==> src/rtl/lsfh_pkg.sv <==
// Package for the LIN slave frame handler: result kinds, queue command,
// configuration struct, register indexes and the parity/checksum helpers.
// No dependencies.
`timescale 1ns / 1ps

package lsfh_pkg;

    localparam logic [7:0] BREAK_BYTE = 8'h00;
    localparam logic [7:0] SYNC_BYTE  = 8'h55;

    localparam int QUEUE_DEPTH = 4;
    localparam int QPTR_W      = 2;

    localparam logic [2:0] CFG_RX_FRAME_ID      = 3'd0;
    localparam logic [2:0] CFG_RX_LENGTH        = 3'd1;
    localparam logic [2:0] CFG_TX_FRAME_ID      = 3'd2;
    localparam logic [2:0] CFG_TX_LENGTH        = 3'd3;
    localparam logic [2:0] CFG_TX_RESPONSE_DATA = 3'd4;

    typedef enum logic [2:0] {
        KIND_TX         = 3'd0,
        KIND_RX_FRAME   = 3'd1,
        KIND_PARITY_ERR = 3'd2,
        KIND_CSUM_ERR   = 3'd3,
        KIND_UNKNOWN_ID = 3'd4
    } kind_t;

    typedef struct packed {
        logic [5:0]  rx_frame_id;
        logic [3:0]  rx_length;
        logic [5:0]  tx_frame_id;
        logic [3:0]  tx_length;
        logic [63:0] tx_response_data;
    } cfg_t;

    typedef struct packed {
        kind_t       kind;
        logic [5:0]  frame_id;
        logic [7:0]  pid;
        logic [63:0] data;
        logic [3:0]  count;
    } cmd_t;

    function automatic logic [7:0] make_pid(input logic [5:0] id);
        logic p0;
        logic p1;
        p0 = id[0] ^ id[1] ^ id[2] ^ id[4];
        p1 = ~(id[1] ^ id[3] ^ id[4] ^ id[5]);
        return {p1, p0, id};
    endfunction

    function automatic logic [7:0] csum_add(input logic [7:0] sum, input logic [7:0] b);
        logic [8:0] s;
        s = {1'b0, sum} + {1'b0, b};
        return s[8] ? (s[7:0] + 8'd1) : s[7:0];
    endfunction

endpackage

==> src/rtl/lsfh_front.sv <==
// Front end of the LIN slave frame handler: header tracking, ID check,
// receive data collection and command generation. Depends on lsfh_pkg.
`timescale 1ns / 1ps

module lsfh_front #(
    parameter int MAX_DATA_BYTES = 8
) (
    input  logic          aclk,
    input  logic          aresetn,
    input  lsfh_pkg::cfg_t cfg,
    input  logic          s_valid,
    output logic          s_ready,
    input  logic [7:0]    s_rx_byte,
    input  logic          q_full,
    output logic          q_push,
    output lsfh_pkg::cmd_t q_cmd
);
    import lsfh_pkg::*;

    typedef enum logic [2:0] {
        PH_BREAK,
        PH_SYNC,
        PH_ID,
        PH_DATA,
        PH_CSUM,
        PH_ECHO
    } phase_t;

    localparam logic [3:0] MAX_LEN = 4'(MAX_DATA_BYTES);

    phase_t      phase_reg, phase_next;
    logic [7:0]  pid_reg, pid_next;
    logic [3:0]  byte_count_reg, byte_count_next;
    logic [3:0]  echo_count_reg, echo_count_next;
    logic [3:0]  frame_len_reg, frame_len_next;
    logic [7:0]  sum_reg, sum_next;
    logic [63:0] data_reg, data_next;

    logic       accept;
    logic [5:0] id;
    logic       pid_ok;
    logic [3:0] tx_len;

    function automatic logic [3:0] clamp_len(input logic [3:0] v);
        if (v == 4'd0) begin
            return 4'd1;
        end
        if (v > MAX_LEN) begin
            return MAX_LEN;
        end
        return v;
    endfunction

    assign s_ready = !q_full;
    assign accept  = s_valid && s_ready;
    assign id      = s_rx_byte[5:0];
    assign pid_ok  = (s_rx_byte == make_pid(id));
    assign tx_len  = clamp_len(cfg.tx_length);

    always_comb begin
        phase_next      = phase_reg;
        pid_next        = pid_reg;
        byte_count_next = byte_count_reg;
        echo_count_next = echo_count_reg;
        frame_len_next  = frame_len_reg;
        sum_next        = sum_reg;
        data_next       = data_reg;
        q_push          = 1'b0;
        q_cmd.kind      = KIND_UNKNOWN_ID;
        q_cmd.frame_id  = id;
        q_cmd.pid       = s_rx_byte;
        q_cmd.data      = '0;
        q_cmd.count     = '0;
        if (accept) begin
            unique case (phase_reg)
                PH_BREAK: begin
                    if (s_rx_byte == BREAK_BYTE) phase_next = PH_SYNC;
                end
                PH_SYNC: begin
                    if (s_rx_byte == SYNC_BYTE) begin
                        phase_next = PH_ID;
                    end else if (s_rx_byte != BREAK_BYTE) begin
                        phase_next = PH_BREAK;
                    end
                end
                PH_ID: begin
                    pid_next = s_rx_byte;
                    if (!pid_ok) begin
                        q_push     = 1'b1;
                        q_cmd.kind = KIND_PARITY_ERR;
                        phase_next = PH_BREAK;
                    end else if (id == cfg.rx_frame_id) begin
                        frame_len_next  = clamp_len(cfg.rx_length);
                        byte_count_next = '0;
                        data_next       = '0;
                        sum_next        = s_rx_byte;
                        phase_next      = PH_DATA;
                    end else if (id == cfg.tx_frame_id) begin
                        q_push          = 1'b1;
                        q_cmd.kind      = KIND_TX;
                        q_cmd.data      = cfg.tx_response_data;
                        q_cmd.count     = tx_len;
                        echo_count_next = tx_len + 4'd1;
                        phase_next      = PH_ECHO;
                    end else begin
                        q_push     = 1'b1;
                        q_cmd.kind = KIND_UNKNOWN_ID;
                        phase_next = PH_BREAK;
                    end
                end
                PH_DATA: begin
                    data_next[{byte_count_reg[2:0], 3'b000} +: 8] = s_rx_byte;
                    sum_next        = csum_add(sum_reg, s_rx_byte);
                    byte_count_next = byte_count_reg + 4'd1;
                    if (byte_count_next >= frame_len_reg) phase_next = PH_CSUM;
                end
                PH_CSUM: begin
                    q_push         = 1'b1;
                    q_cmd.frame_id = pid_reg[5:0];
                    q_cmd.pid      = pid_reg;
                    if (s_rx_byte == ~sum_reg) begin
                        q_cmd.kind  = KIND_RX_FRAME;
                        q_cmd.data  = data_reg;
                        q_cmd.count = frame_len_reg;
                    end else begin
                        q_cmd.kind  = KIND_CSUM_ERR;
                    end
                    phase_next = PH_BREAK;
                end
                PH_ECHO: begin
                    echo_count_next = echo_count_reg - 4'd1;
                    if (echo_count_reg <= 4'd1) phase_next = PH_BREAK;
                end
                default: begin
                    phase_next = PH_BREAK;
                end
            endcase
        end
    end

    always_ff @(posedge aclk) begin
        if (!aresetn) begin
            phase_reg      <= PH_BREAK;
            pid_reg        <= '0;
            byte_count_reg <= '0;
            echo_count_reg <= '0;
            frame_len_reg  <= '0;
        end else begin
            phase_reg      <= phase_next;
            pid_reg        <= pid_next;
            byte_count_reg <= byte_count_next;
            echo_count_reg <= echo_count_next;
            frame_len_reg  <= frame_len_next;
        end
        sum_reg  <= sum_next;
        data_reg <= data_next;
    end

endmodule

==> src/rtl/lsfh_queue.sv <==
// Short command queue between front and back of the LIN slave frame handler.
// Depends on lsfh_pkg.
`timescale 1ns / 1ps

module lsfh_queue (
    input  logic           aclk,
    input  logic           aresetn,
    input  logic           push,
    input  lsfh_pkg::cmd_t push_cmd,
    output logic           full,
    input  logic           pop,
    output logic           q_valid,
    output lsfh_pkg::cmd_t head_cmd
);
    import lsfh_pkg::*;

    localparam logic [QPTR_W:0] DEPTH_CNT = (QPTR_W + 1)'(QUEUE_DEPTH);

    cmd_t              mem [QUEUE_DEPTH];
    logic [QPTR_W-1:0] wr_ptr_reg, rd_ptr_reg;
    logic [QPTR_W:0]   count_reg;
    logic              do_push, do_pop;

    assign full     = (count_reg == DEPTH_CNT);
    assign q_valid  = (count_reg != '0);
    assign head_cmd = mem[rd_ptr_reg];
    assign do_push  = push && !full;
    assign do_pop   = pop && q_valid;

    always_ff @(posedge aclk) begin
        if (!aresetn) begin
            wr_ptr_reg <= '0;
            rd_ptr_reg <= '0;
            count_reg  <= '0;
        end else begin
            if (do_push) wr_ptr_reg <= wr_ptr_reg + 1'b1;
            if (do_pop)  rd_ptr_reg <= rd_ptr_reg + 1'b1;
            unique case ({do_push, do_pop})
                2'b10:   count_reg <= count_reg + 1'b1;
                2'b01:   count_reg <= count_reg - 1'b1;
                default: count_reg <= count_reg;
            endcase
        end
        if (do_push) mem[wr_ptr_reg] <= push_cmd;
    end

endmodule

==> src/rtl/lsfh_back.sv <==
// Back end of the LIN slave frame handler: expands commands into result
// transactions and holds the output register. Depends on lsfh_pkg.
`timescale 1ns / 1ps

module lsfh_back (
    input  logic           aclk,
    input  logic           aresetn,
    input  logic           q_valid,
    input  lsfh_pkg::cmd_t head_cmd,
    output logic           q_pop,
    output logic           m_valid,
    input  logic           m_ready,
    output logic [2:0]     m_kind,
    output logic [7:0]     m_tx_byte,
    output logic [63:0]    m_rx_data,
    output logic [3:0]     m_rx_count,
    output logic [5:0]     m_frame_id,
    output logic           m_last
);
    import lsfh_pkg::*;

    logic        m_valid_reg;
    kind_t       m_kind_reg;
    logic [7:0]  m_tx_byte_reg;
    logic [63:0] m_rx_data_reg;
    logic [3:0]  m_rx_count_reg;
    logic [5:0]  m_frame_id_reg;
    logic        m_last_reg;

    logic        busy_reg;
    logic [3:0]  remain_reg;
    logic [7:0]  sum_reg;
    logic [55:0] shift_reg;

    logic out_free;

    assign out_free = !m_valid_reg || m_ready;
    assign q_pop    = out_free && !busy_reg && q_valid;

    always_ff @(posedge aclk) begin
        if (!aresetn) begin
            m_valid_reg <= 1'b0;
            busy_reg    <= 1'b0;
        end else if (out_free) begin
            if (busy_reg) begin
                m_valid_reg <= 1'b1;
                m_kind_reg  <= KIND_TX;
                m_rx_data_reg  <= '0;
                m_rx_count_reg <= '0;
                if (remain_reg != 4'd0) begin
                    m_tx_byte_reg <= shift_reg[7:0];
                    m_last_reg    <= 1'b0;
                    sum_reg       <= csum_add(sum_reg, shift_reg[7:0]);
                    shift_reg     <= {8'h00, shift_reg[55:8]};
                    remain_reg    <= remain_reg - 4'd1;
                end else begin
                    m_tx_byte_reg <= ~sum_reg;
                    m_last_reg    <= 1'b1;
                    busy_reg      <= 1'b0;
                end
            end else if (q_valid) begin
                m_valid_reg    <= 1'b1;
                m_kind_reg     <= head_cmd.kind;
                m_frame_id_reg <= head_cmd.frame_id;
                m_rx_data_reg  <= head_cmd.data;
                m_rx_count_reg <= head_cmd.count;
                m_tx_byte_reg  <= 8'h00;
                m_last_reg     <= 1'b1;
                if (head_cmd.kind == KIND_TX) begin
                    m_rx_data_reg  <= '0;
                    m_rx_count_reg <= '0;
                    m_tx_byte_reg  <= head_cmd.data[7:0];
                    m_last_reg     <= 1'b0;
                    busy_reg       <= 1'b1;
                    sum_reg        <= csum_add(head_cmd.pid, head_cmd.data[7:0]);
                    shift_reg      <= head_cmd.data[63:8];
                    remain_reg     <= head_cmd.count - 4'd1;
                end
            end else begin
                m_valid_reg <= 1'b0;
            end
        end
    end

    assign m_valid    = m_valid_reg;
    assign m_kind     = m_kind_reg;
    assign m_tx_byte  = m_tx_byte_reg;
    assign m_rx_data  = m_rx_data_reg;
    assign m_rx_count = m_rx_count_reg;
    assign m_frame_id = m_frame_id_reg;
    assign m_last     = m_last_reg;

    a_report_is_last: assert property (@(posedge aclk) disable iff (!aresetn)
        (m_valid_reg && m_kind_reg != KIND_TX) |-> m_last_reg)
        else $error("non-transmit result without last");

    a_burst_holds_output: assert property (@(posedge aclk) disable iff (!aresetn)
        busy_reg |-> m_valid_reg)
        else $error("burst in progress with empty output register");

    a_no_pop_in_burst: assert property (@(posedge aclk) disable iff (!aresetn)
        busy_reg |-> !q_pop)
        else $error("queue popped during a response burst");

    a_count_only_on_frame: assert property (@(posedge aclk) disable iff (!aresetn)
        (m_valid_reg && m_kind_reg != KIND_RX_FRAME) |-> (m_rx_count_reg == 4'd0))
        else $error("received count on a result that is not a frame");

endmodule

==> src/rtl/lin_slave_frame_handler_unit.sv <==
// LIN slave frame handler top level: configuration registers, front end,
// command queue and back end. Depends on lsfh_pkg, lsfh_front, lsfh_queue, lsfh_back.
//
// Usage:
//   s_valid/s_ready/s_rx_byte carry bytes from the bus UART, one transaction
//   per byte; a break reads as 0x00. m_valid/m_ready carry results: transmit
//   bytes (kind 0), received frames and error reports, m_last marking the
//   final result caused by one input byte.
//   cfg_wr_en/cfg_index/cfg_wdata write the five registers; write only while
//   the block is idle. Unknown indexes are ignored.
//   Throughput: one input byte per cycle while the command queue has room;
//   one result per cycle from the back end while m_ready is high. A response
//   burst of up to nine bytes is produced by the back end one byte per cycle
//   while m_ready is high and the front end keeps accepting echo bytes.
//   Result path: a result reaches the output register by way of the command
//   queue (queue write at the accepting edge of the byte that causes it, then
//   back-end register).
//   Stall: when m_ready is low the output register holds; the queue fills and
//   s_ready drops once it is full.
//   Reset: aresetn (synchronous, active low) returns to waiting for break,
//   empties the queue and loads the register defaults.
`timescale 1ns / 1ps

module lin_slave_frame_handler_unit #(
    parameter int MAX_DATA_BYTES = 8
) (
    input  logic        aclk,
    input  logic        aresetn,
    input  logic        cfg_wr_en,
    input  logic [2:0]  cfg_index,
    input  logic [63:0] cfg_wdata,
    input  logic        s_valid,
    output logic        s_ready,
    input  logic [7:0]  s_rx_byte,
    output logic        m_valid,
    input  logic        m_ready,
    output logic [2:0]  m_kind,
    output logic [7:0]  m_tx_byte,
    output logic [63:0] m_rx_data,
    output logic [3:0]  m_rx_count,
    output logic [5:0]  m_frame_id,
    output logic        m_last
);
    import lsfh_pkg::*;

    cfg_t cfg_reg;
    cmd_t push_cmd, head_cmd;
    logic q_push, q_full, q_pop, q_valid;

    always_ff @(posedge aclk) begin
        if (!aresetn) begin
            cfg_reg.rx_frame_id      <= 6'd0;
            cfg_reg.rx_length        <= 4'd8;
            cfg_reg.tx_frame_id      <= 6'd1;
            cfg_reg.tx_length        <= 4'd5;
            cfg_reg.tx_response_data <= 64'h0000_0001_9D60_0000;
        end else if (cfg_wr_en) begin
            unique case (cfg_index)
                CFG_RX_FRAME_ID:      cfg_reg.rx_frame_id      <= cfg_wdata[5:0];
                CFG_RX_LENGTH:        cfg_reg.rx_length        <= cfg_wdata[3:0];
                CFG_TX_FRAME_ID:      cfg_reg.tx_frame_id      <= cfg_wdata[5:0];
                CFG_TX_LENGTH:        cfg_reg.tx_length        <= cfg_wdata[3:0];
                CFG_TX_RESPONSE_DATA: cfg_reg.tx_response_data <= cfg_wdata;
                default: ;
            endcase
        end
    end

    lsfh_front #(
        .MAX_DATA_BYTES(MAX_DATA_BYTES)
    ) u_front (
        .aclk      (aclk),
        .aresetn   (aresetn),
        .cfg       (cfg_reg),
        .s_valid   (s_valid),
        .s_ready   (s_ready),
        .s_rx_byte (s_rx_byte),
        .q_full    (q_full),
        .q_push    (q_push),
        .q_cmd     (push_cmd)
    );

    lsfh_queue u_queue (
        .aclk     (aclk),
        .aresetn  (aresetn),
        .push     (q_push),
        .push_cmd (push_cmd),
        .full     (q_full),
        .pop      (q_pop),
        .q_valid  (q_valid),
        .head_cmd (head_cmd)
    );

    lsfh_back u_back (
        .aclk       (aclk),
        .aresetn    (aresetn),
        .q_valid    (q_valid),
        .head_cmd   (head_cmd),
        .q_pop      (q_pop),
        .m_valid    (m_valid),
        .m_ready    (m_ready),
        .m_kind     (m_kind),
        .m_tx_byte  (m_tx_byte),
        .m_rx_data  (m_rx_data),
        .m_rx_count (m_rx_count),
        .m_frame_id (m_frame_id),
        .m_last     (m_last)
    );

endmodule

==> config.mk <==
export PLATFORM = sky130hd
export DESIGN_NAME = lin_slave_frame_handler_unit
export DESIGN_NICKNAME = d
export VERILOG_FILES = /design/src/rtl/lsfh_pkg.sv /design/src/rtl/lsfh_front.sv /design/src/rtl/lsfh_queue.sv /design/src/rtl/lsfh_back.sv /design/src/rtl/lin_slave_frame_handler_unit.sv
export SDC_FILE = /design/constraint.sdc
export NUM_CORES = 1
export LEC_CHECK = 0
export CAP_MARGIN = 15
export CORE_AREA = 5 5 276 278
export DETAILED_ROUTE_END_ITERATION = 8
export DIE_AREA = 0 0 281 283
export DONT_BUFFER_PORTS = 1
export SLEW_MARGIN = 15
export SYNTH_ARGS = -nofsm -noshare
export SYNTH_HDL_FRONTEND = slang
export SYNTH_SLANG_ARGS = --single-unit
==> constraint.sdc <==
create_clock -name aclk -period 11.5 [get_ports aclk]
set_clock_uncertainty 0.1 [all_clocks]
set_input_delay 0 -clock aclk [delete_from_list [all_inputs] [get_ports aclk]]
set_output_delay 0 -clock aclk [all_outputs]
set_load 0.02 [all_outputs]
==> results of run 1 <==
==> how the worst max path moves through the flow <==
| stage | start | endpoint | depth (start not counted) |
|---|---|---|---|
| 3_3_place_gp | register | u_back.sum_reg[7] | 10 |
| 4_1_cts | register | u_back.sum_reg[7] | 10 |
| 2_1_floorplan | s_rx_byte[1] | u_front.data_reg[0] | 8 |
| 5_1_grt | register | u_back.sum_reg[7] | 10 |
| 3_5_place_dp | register | u_back.sum_reg[7] | 10 |
| 6_report | s_rx_byte[1] | u_queue.mem[0][38] | 10 |
==> cell type report <==
class	instances	area [µm²]
diodes	4	10.0
clock buffers	88	1890
clock inverters	39	364
fillers	6318	39600
inverters	31	119
multi-input cells	1266	9640
flip-flops and latches	660	18600
well taps	969	1210
repair buffers	225	2200
==> where the power goes <==
group / internal, mW / switching, mW / leakage [nW]
clock: 1.29 / 0.934 / 1.11
combinational: 0.0548 / 0.0612 / 4.06
sequential: 2.56 / 0.00685 / 5.81
==> cells in the final DEF (no fill, tap or decap), types with 5 or more instances in the layout <==
cell type	synthesis	layout
dfxtp_1	118	115
xnor2_1	32	32
and2_1	68	64
xor2_1	19	19
inv_1	31	29
nor2_1	124	121
or3_1	9	8
edfxtp_1	542	542
or2_2	5	5
nor2b_1	28	28
a21o_1	5	5
o211ai_1	8	8
mux4_2	79	79
a22oi_1	8	8
ha_1	45	45
buf_4	7	26
nand3_1	54	53
clkinv_2	0	15
nor3_1	8	8
a22oi_2	60	60
o21ai_0	41	41
bufinv_16	0	5
a21oi_1	131	131
mux2i_1	58	58
clkbuf_16	0	72
mux2_2	49	49
nand4_1	9	9
nor2_2	60	60
a211oi_1	8	8
clkinv_1	0	16
dlygate4sd3_1	0	198
clkbuf_1	81	13
and3_1	6	5
nand2_1	256	255
nand2b_1	7	7
==> repair_timing <==
action	in CTS	in global routing
gates resized for setup	0	0
hold buffers	199	0
setup endpoints to repair	0	0
hold endpoints to repair	218	0
==> metrics by stage <==
step	worst slack (ns)	hold slack, ns
5_1_grt	6.61	0.0584
2_1_floorplan	6.26	0.0242
4_1_cts	6.89	0.0140
3_5_place_dp	6.88	-0.0250
6_report	6.87	0.0444
3_3_place_gp	6.89	-0.0272
==> metal layers <==
layer  track usage  routed length [µm]  up-vias  share of wire
li1              -                   -     8089              -
met1         0.254               32300     8738           0.44
met2         0.289               34700      475           0.48
met3        0.0311                4020      100          0.055
met4        0.0513                1590        0          0.022
met5             0                   0        -              0
==> cell families (layout without fill, tap and decap cells) <==
| group | count (synthesis) | in the layout | share of synthesized area |
|---|---|---|---|
| compound gates | 308 | 308 | 0.0775 |
| fa+ha+maj | 49 | 49 | 0.0222 |
| xor+xnor | 54 | 54 | 0.0178 |
| mux | 188 | 188 | 0.102 |
| flops | 660 | 660 | 0.643 |
| other cells | 0 | 4 | 0 |
| simple gates | 667 | 667 | 0.112 |
| buf+inv | 156 | 383 | 0.0257 |
==> metrics.md, run 1 <==
| Metric | Value |
|---|---|
| Initial DRT Pass Iterations | `6` |
| Placed Area | `29800 µm²` |
| Fmax | `216 MHz` |
| YS warnings | `0` |
| Slowest stage delay, CP | `1.08 ns` |
| Commonest cells post-synth | `542 x edfxtp_1, 256 x nand2_1, 131 x a21oi_1` |
| Min cycle time layout | `4.63 ns` |
| Die height | `283 µm` |
| Yosys reg bits | `660` |
| Reg clk slew, reported paths | `0.06 ns` |
| Design area | `34100 µm²` |
| Hold Crit Depth | `2` |
| Starting Density | `0.393` |
| Fin. Hold Viols | `0` |
| Vias/cell | `5.30` |
| Worst-Skew Late Latency | `0.62 ns` |
| Largest register FFs | `316` |
| Max Buffers Root-to-Sink | `3` |
| I/O pins | `168` |
| Gr ovfl total | `0` |
| Crit-path max FO | `56` |
| Via Count | `17400` |
| MaxCap Viol Count | `0` |
| Min-Delay Endpoint | `u_back.m_rx_data[6]` |
| Global-route wire length before repair | `111000 µm` |
| Overall Global Routing Usage | `0.180` |
| Global placer's final weighted congestion | `0.830` |
| Post-Place Cells | `2952` |
| CTS tree | `built` |
| Share of cells above drive strength 1 | `0.179` |
| Port Buffers | `0` |
| Setup TNS | `0 ns` |
| Dpl hpwl | `45900 µm` |
| CP max-delay cell | `dlygate4sd3_1` |
| Leak | `11.0 nW` |
| Number of synthesized flops with an enable pin | `542` |
| Synthesized area per cell | `13.9 µm²` |
| Primary FF master, synth | `edfxtp_1` |
| Die width | `281 µm` |
| Finished Core Util | `0.463` |
| CP Cell Sequence | `dlygate4sd3_1 -> inv_1 -> ha_1 -> xor3_1 -> or2_1 -> mux2_4 -> nor3_4 -> buf_4 -> a22oi_2 -> nor2_2` |
| Post-synthesis sequential area ratio | `0.643` |
| Final slew viol count | `0` |
| Critical Path AT | `4.92 ns` |
| DRC | `0` |
| Initial antenna violation count | `5` |
| H-tree depth | `3` |
| Max_slew headroom | `0.219` |
| WL final | `72600 µm` |
| Synthesized cell area | `29000 µm²` |
| Crit start category | `input port` |
| RSZ-0062 raised after global routing | `false` |
| Crit path buffers/inverters | `3` |
| Worst hold start | `aresetn` |
| Worst IR Drop VDD | `0.0997 mV` |
| Endpoints failing setup | `0` |
| Worst reg2reg endpoint | `u_back.sum_reg[7]` |
| CP Capture Type | `register` |
| Core ar. | `73700 µm²` |
| Pwr Density | `144 nW/µm²` |
| Inserted Clock Buffers | `70` |
| DR iter-0 viols | `1478` |
| Pwr Total | `4.90 mW` |
| Mapped Cells | `2082` |
| Largest cells by area after synthesis | `edfxtp_1 56%, dfxtp_1 8.2%, mux4_2 6.1%` |
| WP data required | `11.79 ns` |
| R2r worst-path depth | `10` |
| Setup Fix Bufs, Post-CTS | `0` |
| Post-synth ARST share | `0` |
| Crit-path leading delay family | `buffers and inverters` |
| Vias in the first global route | `17700` |
| Unique masters post-synth | `85` |
| Status | `complete, no violations` |
| Clock Root Buffer | `clkbuf_16` |
| DR WL/cell | `22.1 µm` |
| Period utilisation layout | `0.403` |
| Die Area | `79500 µm²` |
| FP Rows | `100` |
| Top cell type's share of synthesized area | `0.562` |
| Min-delay worst type | `input port to register` |
| Final net count | `2383` |
| Largest net degree at the start of global routing | `70` |
| Top-count cell post-synth | `edfxtp_1` |
| Reg2reg setup slack | `6.96 ns` |
| Syn_nets | `2211` |
| Post-Layout Cell Count | `3282` |
| Worst-margin pin slew | `1.17 ns` |
| DRT antenna net count | `0` |
| Kind of critical path | `input port to register` |
| CTS sink cnt | `660` |
| Synthesis-to-finish area growth | `17.7%` |
| Post-synth top area cell | `edfxtp_1` |
Note: power is estimated with default switching activity, not from simulation.
==> run 2, diff against run 1 <==
--- a/config.mk
+++ b/config.mk
@@ -5,10 +5,11 @@
 export SDC_FILE = /design/constraint.sdc
 export NUM_CORES = 1
 export LEC_CHECK = 0
+export ABC_AREA = 1
 export CAP_MARGIN = 15
-export CORE_AREA = 5 5 276 278
+export CORE_AREA = 5 5 275 277
 export DETAILED_ROUTE_END_ITERATION = 8
-export DIE_AREA = 0 0 281 283
+export DIE_AREA = 0 0 280 282
 export DONT_BUFFER_PORTS = 1
 export SLEW_MARGIN = 15
 export SYNTH_ARGS = -nofsm -noshare
==> constraint.sdc (replaced) <==
create_clock -name aclk -period 4.05 [get_ports aclk]
set_clock_uncertainty 0.1 [all_clocks]
set_input_delay 0 -clock aclk [delete_from_list [all_inputs] [get_ports aclk]]
set_output_delay 0 -clock aclk [all_outputs]
set_load 0.02 [all_outputs]
==> metrics.md, run 2 <==
| Metric | Value |
|---|---|
| Die height | `282 µm (-0.35%)` |
| Final slew viol count | `0 (unchanged)` |
| Number of synthesized flops with an enable pin | `542 (unchanged)` |
| Worst reg2reg endpoint | `u_queue.mem[2][3]` |
| Mapped Cells | `2802 (+35%)` |
| Yosys reg bits | `660 (unchanged)` |
| Worst-margin pin slew | `1.09 ns (-0.0807 ns)` |
| Max_slew headroom | `0.273 (+0.0538)` |
| Post-Place Cells | `3654 (+24%)` |
| CP most frequent cell | `nand2_1` |
| Unique masters post-synth | `50 (-41%)` |
| H-tree depth | `3 (unchanged)` |
| Largest family of logic cells by synthesized area | `simple AND/OR/NAND/NOR gates` |
| Top cell type's share of synthesized area | `0.565 (+0.00305)` |
| Worst IR Drop VDD | `0.326 mV (+230%)` |
| Synthesis-to-finish area growth | `17.5%` |
| MaxCap Viol Count | `0 (unchanged)` |
| Kind of critical path | `input port to register` |
| Core ar. | `72600 µm² (-1.5%)` |
| Gr ovfl total | `0 (unchanged)` |
| DRC | `0 (unchanged)` |
| Hold Crit Depth | `3 (+1)` |
| Status | `complete, no violations` |
| Worst-Skew Late Latency | `0.61 ns (about the same)` |
| Synthesized area per cell | `10.3 µm² (-26%)` |
| Largest net degree at the start of global routing | `121 (+73%)` |
| Reg clk slew, reported paths | `0.06 ns (about the same)` |
| Initial DRT Pass Iterations | `6 (unchanged)` |
| Most frequent cells in the layout | `542 x edfxtp_1, 484 x nand2_1, 381 x nor2_1` |
| Multiplexer area fraction after synthesis | `0 (-0.102)` |
| I/O pins | `168 (unchanged)` |
| Slowest stage delay, CP | `0.68 ns (-0.40 ns)` |
| CTS tree | `built` |
| CP Cell Sequence | `dlygate4sd3_1 -> inv_1 -> nand2_1 -> nand2_1 -> nand2_1 -> dlygate4sd3_1 -> nand2_1 -> dlygate4sd3_1 -> nand2_1 -> nand3_2 -> nand2_1 -> nand4_1 -> nand2_1 -> nand2_1 -> dlygate4sd3_1 -> nor2_1 -> dlygate4sd3_1` |
| CP max-delay cell | `dlygate4sd3_1` |
| Reg2reg setup slack | `0.36 ns (-6.60 ns)` |
| FF/Latch Area | `18600 µm² (about the same)` |
| Vias/cell | `5.30 (about the same)` |
| DR iter-0 viols | `1881 (+27%)` |
| Endpoints failing setup | `0 (unchanged)` |
| Post-synth ARST share | `0 (unchanged)` |
| YS warnings | `0 (unchanged)` |
| Largest cells by area after synthesis | `edfxtp_1 56%, dfxtp_1 8.2%, nand2_1 6.3%` |
| Setup TNS | `0 ns (unchanged)` |
| WL final | `77600 µm (+6.9%)` |
| Min cycle time layout | `3.86 ns` |
| Port Buffers | `0 (unchanged)` |
| Setup WS pre-CTS | `0.763 ns (-6.12 ns)` |
| Die width | `280 µm (-0.36%)` |
| Primary FF master, synth | `edfxtp_1` |
| Post-synthesis compound-gate area fraction | `0.127 (+0.0496)` |
| Crit-path max FO | `7 (-88%)` |
| Dpl hpwl | `50500 µm (+10%)` |
| Fin. Hold Viols | `0 (unchanged)` |
| Initial antenna violation count | `1 (-4)` |
| Fmax | `259 MHz` |
| Global placer's final weighted congestion | `0.839 (+1.0%)` |
| Overall Global Routing Usage | `0.192 (+0.0118)` |
| Period utilisation layout | `0.953` |
| Crit path buffers/inverters | `6 (+3)` |
| Crit-path leading delay family | `buffers and inverters` |
| Pwr Density | `571 nW/µm² (+300%)` |
| R2r worst-path depth | `13 (+3)` |
| Syn_nets | `2931 (+33%)` |
| Die Area | `79000 µm² (-0.71%)` |
| Global-route wire length before repair | `119000 µm (+7.6%)` |
| Max Buffers Root-to-Sink | `3 (unchanged)` |
| Final WS setup | `0.192 ns (-6.68 ns)` |
| Min-delay worst type | `input port to register` |
| Multi-input gate area | `8700 µm² (-9.8%)` |
| Vias in the first global route | `20000 (+13%)` |
| XOR/XNOR share of the synthesized area | `0.00456 (-0.0132)` |
| Worst R2R Start | `cfg_reg[70]` |
| Post-synthesis sequential area ratio | `0.647 (+0.00349)` |
| RSZ-0062 raised after global routing | `false` |
| Post-Layout Cell Count | `3949 (+20%)` |
| Largest register FFs | `316 (unchanged)` |
| Critical Path AT | `4.29 ns (-0.63 ns)` |
| Starting Density | `0.397 (+0.00385)` |
| CP Capture Type | `register` |
| Final net count | `3063 (+29%)` |
| Clock Root Buffer | `clkbuf_16` |
| WP data required | `4.49 ns (-7.30 ns)` |
| FP Rows | `99 (-1.0%)` |
| Via Count | `20900 (+20%)` |
| DR WL/cell | `19.7 µm (-11%)` |
| Fill cells | `6681 (+5.7%)` |
| Share of cells above drive strength 1 | `0.0739 (-0.105)` |
| Top-count cell post-synth | `edfxtp_1` |
| Worst hold start | `cfg_wdata[60]` |
| Commonest cells post-synth | `542 x edfxtp_1, 485 x nand2_1, 388 x nor2_1` |
| DRT antenna net count | `0 (unchanged)` |
| Crit start category | `input port` |
| Synth Area in Adders | `0.0223 (+0.000121)` |
| Synthesized cell area | `28800 µm² (-0.54%)` |
| Pwr Total | `19.3 mW (+290%)` |
| Leak | `12.0 nW (+9.1%)` |
| Commonest non-fill, non-tap cell in the layout | `edfxtp_1` |
| Min-Delay Endpoint | `cfg_reg[60]` |
| Inserted Clock Buffers | `71 (+1.4%)` |
| Synth Area in Simple Gates | `0.145 (+0.0338)` |
| CTS sink cnt | `660 (unchanged)` |
| Post-synth top area cell | `edfxtp_1` |
==> run 2: how the worst max path moves through the flow <==
| stage | from | end | slack [ns] | cells after the start |
|---|---|---|---|---|
| floorplan | s_rx_byte[1] | u_front.data_reg[0] | 0.19 | 12 |
| global placement | register | u_back.m_rx_data[56] | 0.85 | 7 |
| detailed placement | register | u_back.sum_reg[2] | 0.76 | 12 |
| CTS | s_rx_byte[3] | u_front.echo_count_reg[0] | 0.15 | 17 |
| global route | s_rx_byte[1] | u_front.echo_count_reg[0] | 0.02 | 17 |
| finish | s_rx_byte[1] | u_front.echo_count_reg[0] | 0.19 | 17 |
==> run 2: layout make-up <==
type | count | share of cell area
multi-input cells | 1769 | 0.257
clock inverters | 32 | 0.0113
flip-flops and latches | 660 | 0.551
diodes | 1 | 0.0000739
repair buffers | 206 | 0.0622
well taps | 959 | 0.0354
inverters | 226 | 0.0256
clock buffers | 96 | 0.0577
==> run 2: per-layer routing <==
metal  share of wire  global-route usage  wire, µm
met5               0                   0         0
met4           0.019              0.0506      1500
met1            0.45               0.279     34900
met3           0.066              0.0282      5090
met2            0.47               0.305     36100
==> run 2: kinds of logic after synthesis <==
family                     Yosys count
xor gates and xnor gates            15
and+or+nand+nor                   1028
buffers and inverters              373
adders and majority gates           49
DFF                                660
AOI/OAI and AO/OA                  677
==> run 2: per-stage QoR <==
step	util	hold slack, ns	cell area, µm²
after floorplan	-	0.0263	28800
after global placement	0.411	0.0152	29800
after detailed placement	0.411	0.0172	29800
after CTS	0.466	0.000960	33800
after global routing	0.466	0.0277	33900
final	0.466	0.0252	33900
==> run 2: tightest hold or removal path: stages <==
cell and delay [ns]:
dlygate4sd3_1 0.53, nor2_1 0.04, nor2_1 0.10
==> run 2: timing repair <==
item	4_1_cts	5_1_grt
buffers inserted	0	2
gates resized for setup	0	8
endpoints found under the hold margin	221	0
hold buffers	164	0
setup endpoints to repair	0	42
==> run 2: report_power, final <==
part | internal, mW | leakage, nW | switching [mW] | total [mW]
Clock | 3.91 | 1.13 | 2.63 | 6.53
Sequential | 8.09 | 5.42 | 0.587 | 8.68
Combinational | 1.21 | 5.43 | 2.89 | 4.11
==> run 3, diff against run 2 <==
==> constraint.sdc (replaced) <==
create_clock -name aclk -period 3.9 [get_ports aclk]
set_clock_uncertainty 0.1 [all_clocks]
set_input_delay 0 -clock aclk [delete_from_list [all_inputs] [get_ports aclk]]
set_output_delay 0 -clock aclk [all_outputs]
set_load 0.02 [all_outputs]
==> metrics.md, run 3 (synthesized netlist as in run 2, its figures left out) <==
| Metric | Value |
|---|---|
| MaxCap Viol Count | `0 (unchanged)` |
| CP most frequent cell | `dlygate4sd3_1` |
| Overall Global Routing Usage | `0.193 (+0.00132)` |
| Pwr Density | `600 nW/µm² (+5.2%)` |
| Setup WS pre-CTS | `0.773 ns (+0.0100 ns)` |
| Reg clk slew, reported paths | `0.06 ns (about the same)` |
| Starting Density | `0.397 (unchanged)` |
| Initial DRT Pass Iterations | `5 (-1)` |
| Period utilisation layout | `0.944` |
| Synthesis-to-finish area growth | `17.7%` |
| Share of cells above drive strength 1 | `0.0764 (+0.00242)` |
| Leak | `12.0 nW (about the same)` |
| Die width | `280 µm (unchanged)` |
| Global placer's final weighted congestion | `0.867 (+3.3%)` |
| Vias/cell | `5.27 (-0.59%)` |
| DRC | `0 (unchanged)` |
| CP Cell Sequence | `dlygate4sd3_1 -> xnor2_1 -> dlygate4sd3_1 -> inv_1 -> nand2_1 -> dlygate4sd3_1 -> nand3_2 -> nand2_1 -> nand4_1 -> nand2_1 -> nand2_1 -> dlygate4sd3_1 -> nor2_1 -> dlygate4sd3_1` |
| Min cycle time layout | `3.68 ns` |
| Worst-Skew Late Latency | `0.62 ns (about the same)` |
| Initial antenna violation count | `5 (+4)` |
| Commonest non-fill, non-tap cell in the layout | `edfxtp_1` |
| Most frequent cells in the layout | `542 x edfxtp_1, 484 x nand2_1, 381 x nor2_1` |
| Dpl hpwl | `51100 µm (+1.3%)` |
| Die Area | `79000 µm² (unchanged)` |
| Vias in the first global route | `20300 (+1.3%)` |
| WP data required | `4.35 ns (-0.14 ns)` |
| Fin. Hold Viols | `0 (unchanged)` |
| Pwr Total | `20.4 mW (+5.4%)` |
| Setup TNS | `0 ns (unchanged)` |
| Clk pwr share | `0.346 (+0.008)` |
| Crit-path max FO | `7 (unchanged)` |
| P_sw | `6.49 mW (+6.3%)` |
| Global-route wire length before repair | `119000 µm (+0.26%)` |
| Min-delay worst type | `input port to register` |
| Via Count | `20800 (-0.57%)` |
| Largest net degree at the start of global routing | `159 (+31%)` |
| Inserted Clock Buffers | `72 (+1.4%)` |
| Max_slew headroom | `0.259 (-0.0134)` |
| Kind of critical path | `input port to register` |
| Gr ovfl total | `0 (unchanged)` |
| R2r worst-path depth | `13 (unchanged)` |
| Core ar. | `72600 µm² (unchanged)` |
| Final slew viol count | `0 (unchanged)` |
| Endpoints failing setup | `0 (unchanged)` |
| Final net count | `3059 (-0.13%)` |
| Max Buffers Root-to-Sink | `3 (unchanged)` |
| Worst-margin pin slew | `1.11 ns (+0.0201 ns)` |
| Fmax | `272 MHz` |
| H-tree depth | `3 (unchanged)` |
| Crit start category | `input port` |
| Finished Core Util | `0.467 (+0.000930)` |
| Fill cells | `6645 (-0.54%)` |
| FP Rows | `99 (unchanged)` |
| Status | `complete, no violations` |
| Worst IR Drop VDD | `0.438 mV (+34%)` |
| Largest register FFs | `316 (unchanged)` |
| CP Capture Type | `register` |
| CTS sink cnt | `660 (unchanged)` |
| Hold Crit Depth | `3 (unchanged)` |
| CTS tree | `built` |
| WL final | `78300 µm (+0.95%)` |
| Port Buffers | `0 (unchanged)` |
| CP max-delay cell | `dlygate4sd3_1` |
| DRT antenna net count | `0 (unchanged)` |
| RSZ-0062 raised after global routing | `false` |
| I/O pins | `168 (unchanged)` |
| Sw Ratio | `0.319 (+0.00283)` |
| Clock Root Buffer | `clkbuf_16` |
| Internal power | `13.9 mW (+4.9%)` |
| Critical Path AT | `4.14 ns (-0.15 ns)` |
| Final WS setup | `0.217 ns (+0.0255 ns)` |
| Fin Hold WS | `0.0365 ns (+0.0113 ns)` |
| DR iter-0 viols | `2200 (+17%)` |
| DR WL/cell | `19.8 µm (+0.92%)` |
| Combinational power share | `0.210 (-0.003)` |
| Sequential power share | `0.443 (-0.006)` |
| Die height | `282 µm (unchanged)` |
| Slowest stage delay, CP | `0.81 ns (+0.13 ns)` |
==> run 3: changes by cell type in the layout (fill, tap and decap cells not counted), sizes merged, moves of 2 or more <==
| cell | change |
|---|---|
| clkinvlp | +2 |
| clkbuf | -4 |
| bufinv | +2 |
| diode | +4 |
| inv | +2 |
| buf | -3 |
==> run 3: metrics by stage <==
step / area, µm² / std cells
6_report: 33900 / 3950
5_1_grt: 33900 / 3950
4_1_cts: 33900 / 3943
3_5_place_dp: 29800 / 3651
3_3_place_gp: 29800 / 3651
2_1_floorplan: 28800 / 2802
==> run 3: final timing paths <==
kind                                     to  slack [ns]           from
hold / removal                  cfg_reg[37]        0.04  cfg_wdata[37]
setup reg to reg         u_queue.mem[2][36]        0.29    cfg_reg[70]
setup / recovery  u_front.echo_count_reg[0]        0.22   s_rx_byte[5]
hold reg to reg                 cfg_reg[27]        0.37    cfg_reg[27]
==> run 3: worst max-delay path: cells and delay by family <==
kind	cells	cell delay [ns]
buf+inv	6	3.13
simple gates	7	0.84
xor+xnor	1	0.16
==> run 3: area by class of cell <==
cell class,instances,area (µm²),share of cell area
Clock inverter,38,507,0.0149
Antenna cell,5,12.5,0.000369
Sequential cell,660,18600,0.550
Tap cell,959,1200,0.0354
Timing Repair Buffer,201,2050,0.0603
Clock buffer,92,1940,0.0571
Multi-Input combinational cell,1769,8710,0.257
Inverter,226,857,0.0253
==> run 3: repair_timing <==
| action | 4_1_cts | 5_1_grt |
|---|---|---|
| endpoints found under the setup margin | 0 | 100 |
| resized for setup | 0 | 7 |
| hold buffers | 162 | 0 |
| buffers inserted | 0 | 2 |
| hold endpoints to repair | 206 | 0 |
==> run 3: metal layers <==
layer  up-vias  wire length (µm)  GRT usage
met5         -                 0          0
met4         0              2230     0.0657
met3       128              5210     0.0303
met2       787             35300      0.298
met1      9948             35600      0.281
li1       9939                 -          -
==> run 3: power groups by stage <==
stage | sequential (mW) | clock, mW | combinational, mW
detailed placement | 9.20 | 0 | 4.15
global route | 9.07 | 7.48 | 4.84
CTS | 9.05 | 7.18 | 4.30
floorplan | 9.05 | 0 | 2.99
global placement | 9.20 | 0 | 4.05
finish | 9.02 | 7.05 | 4.28
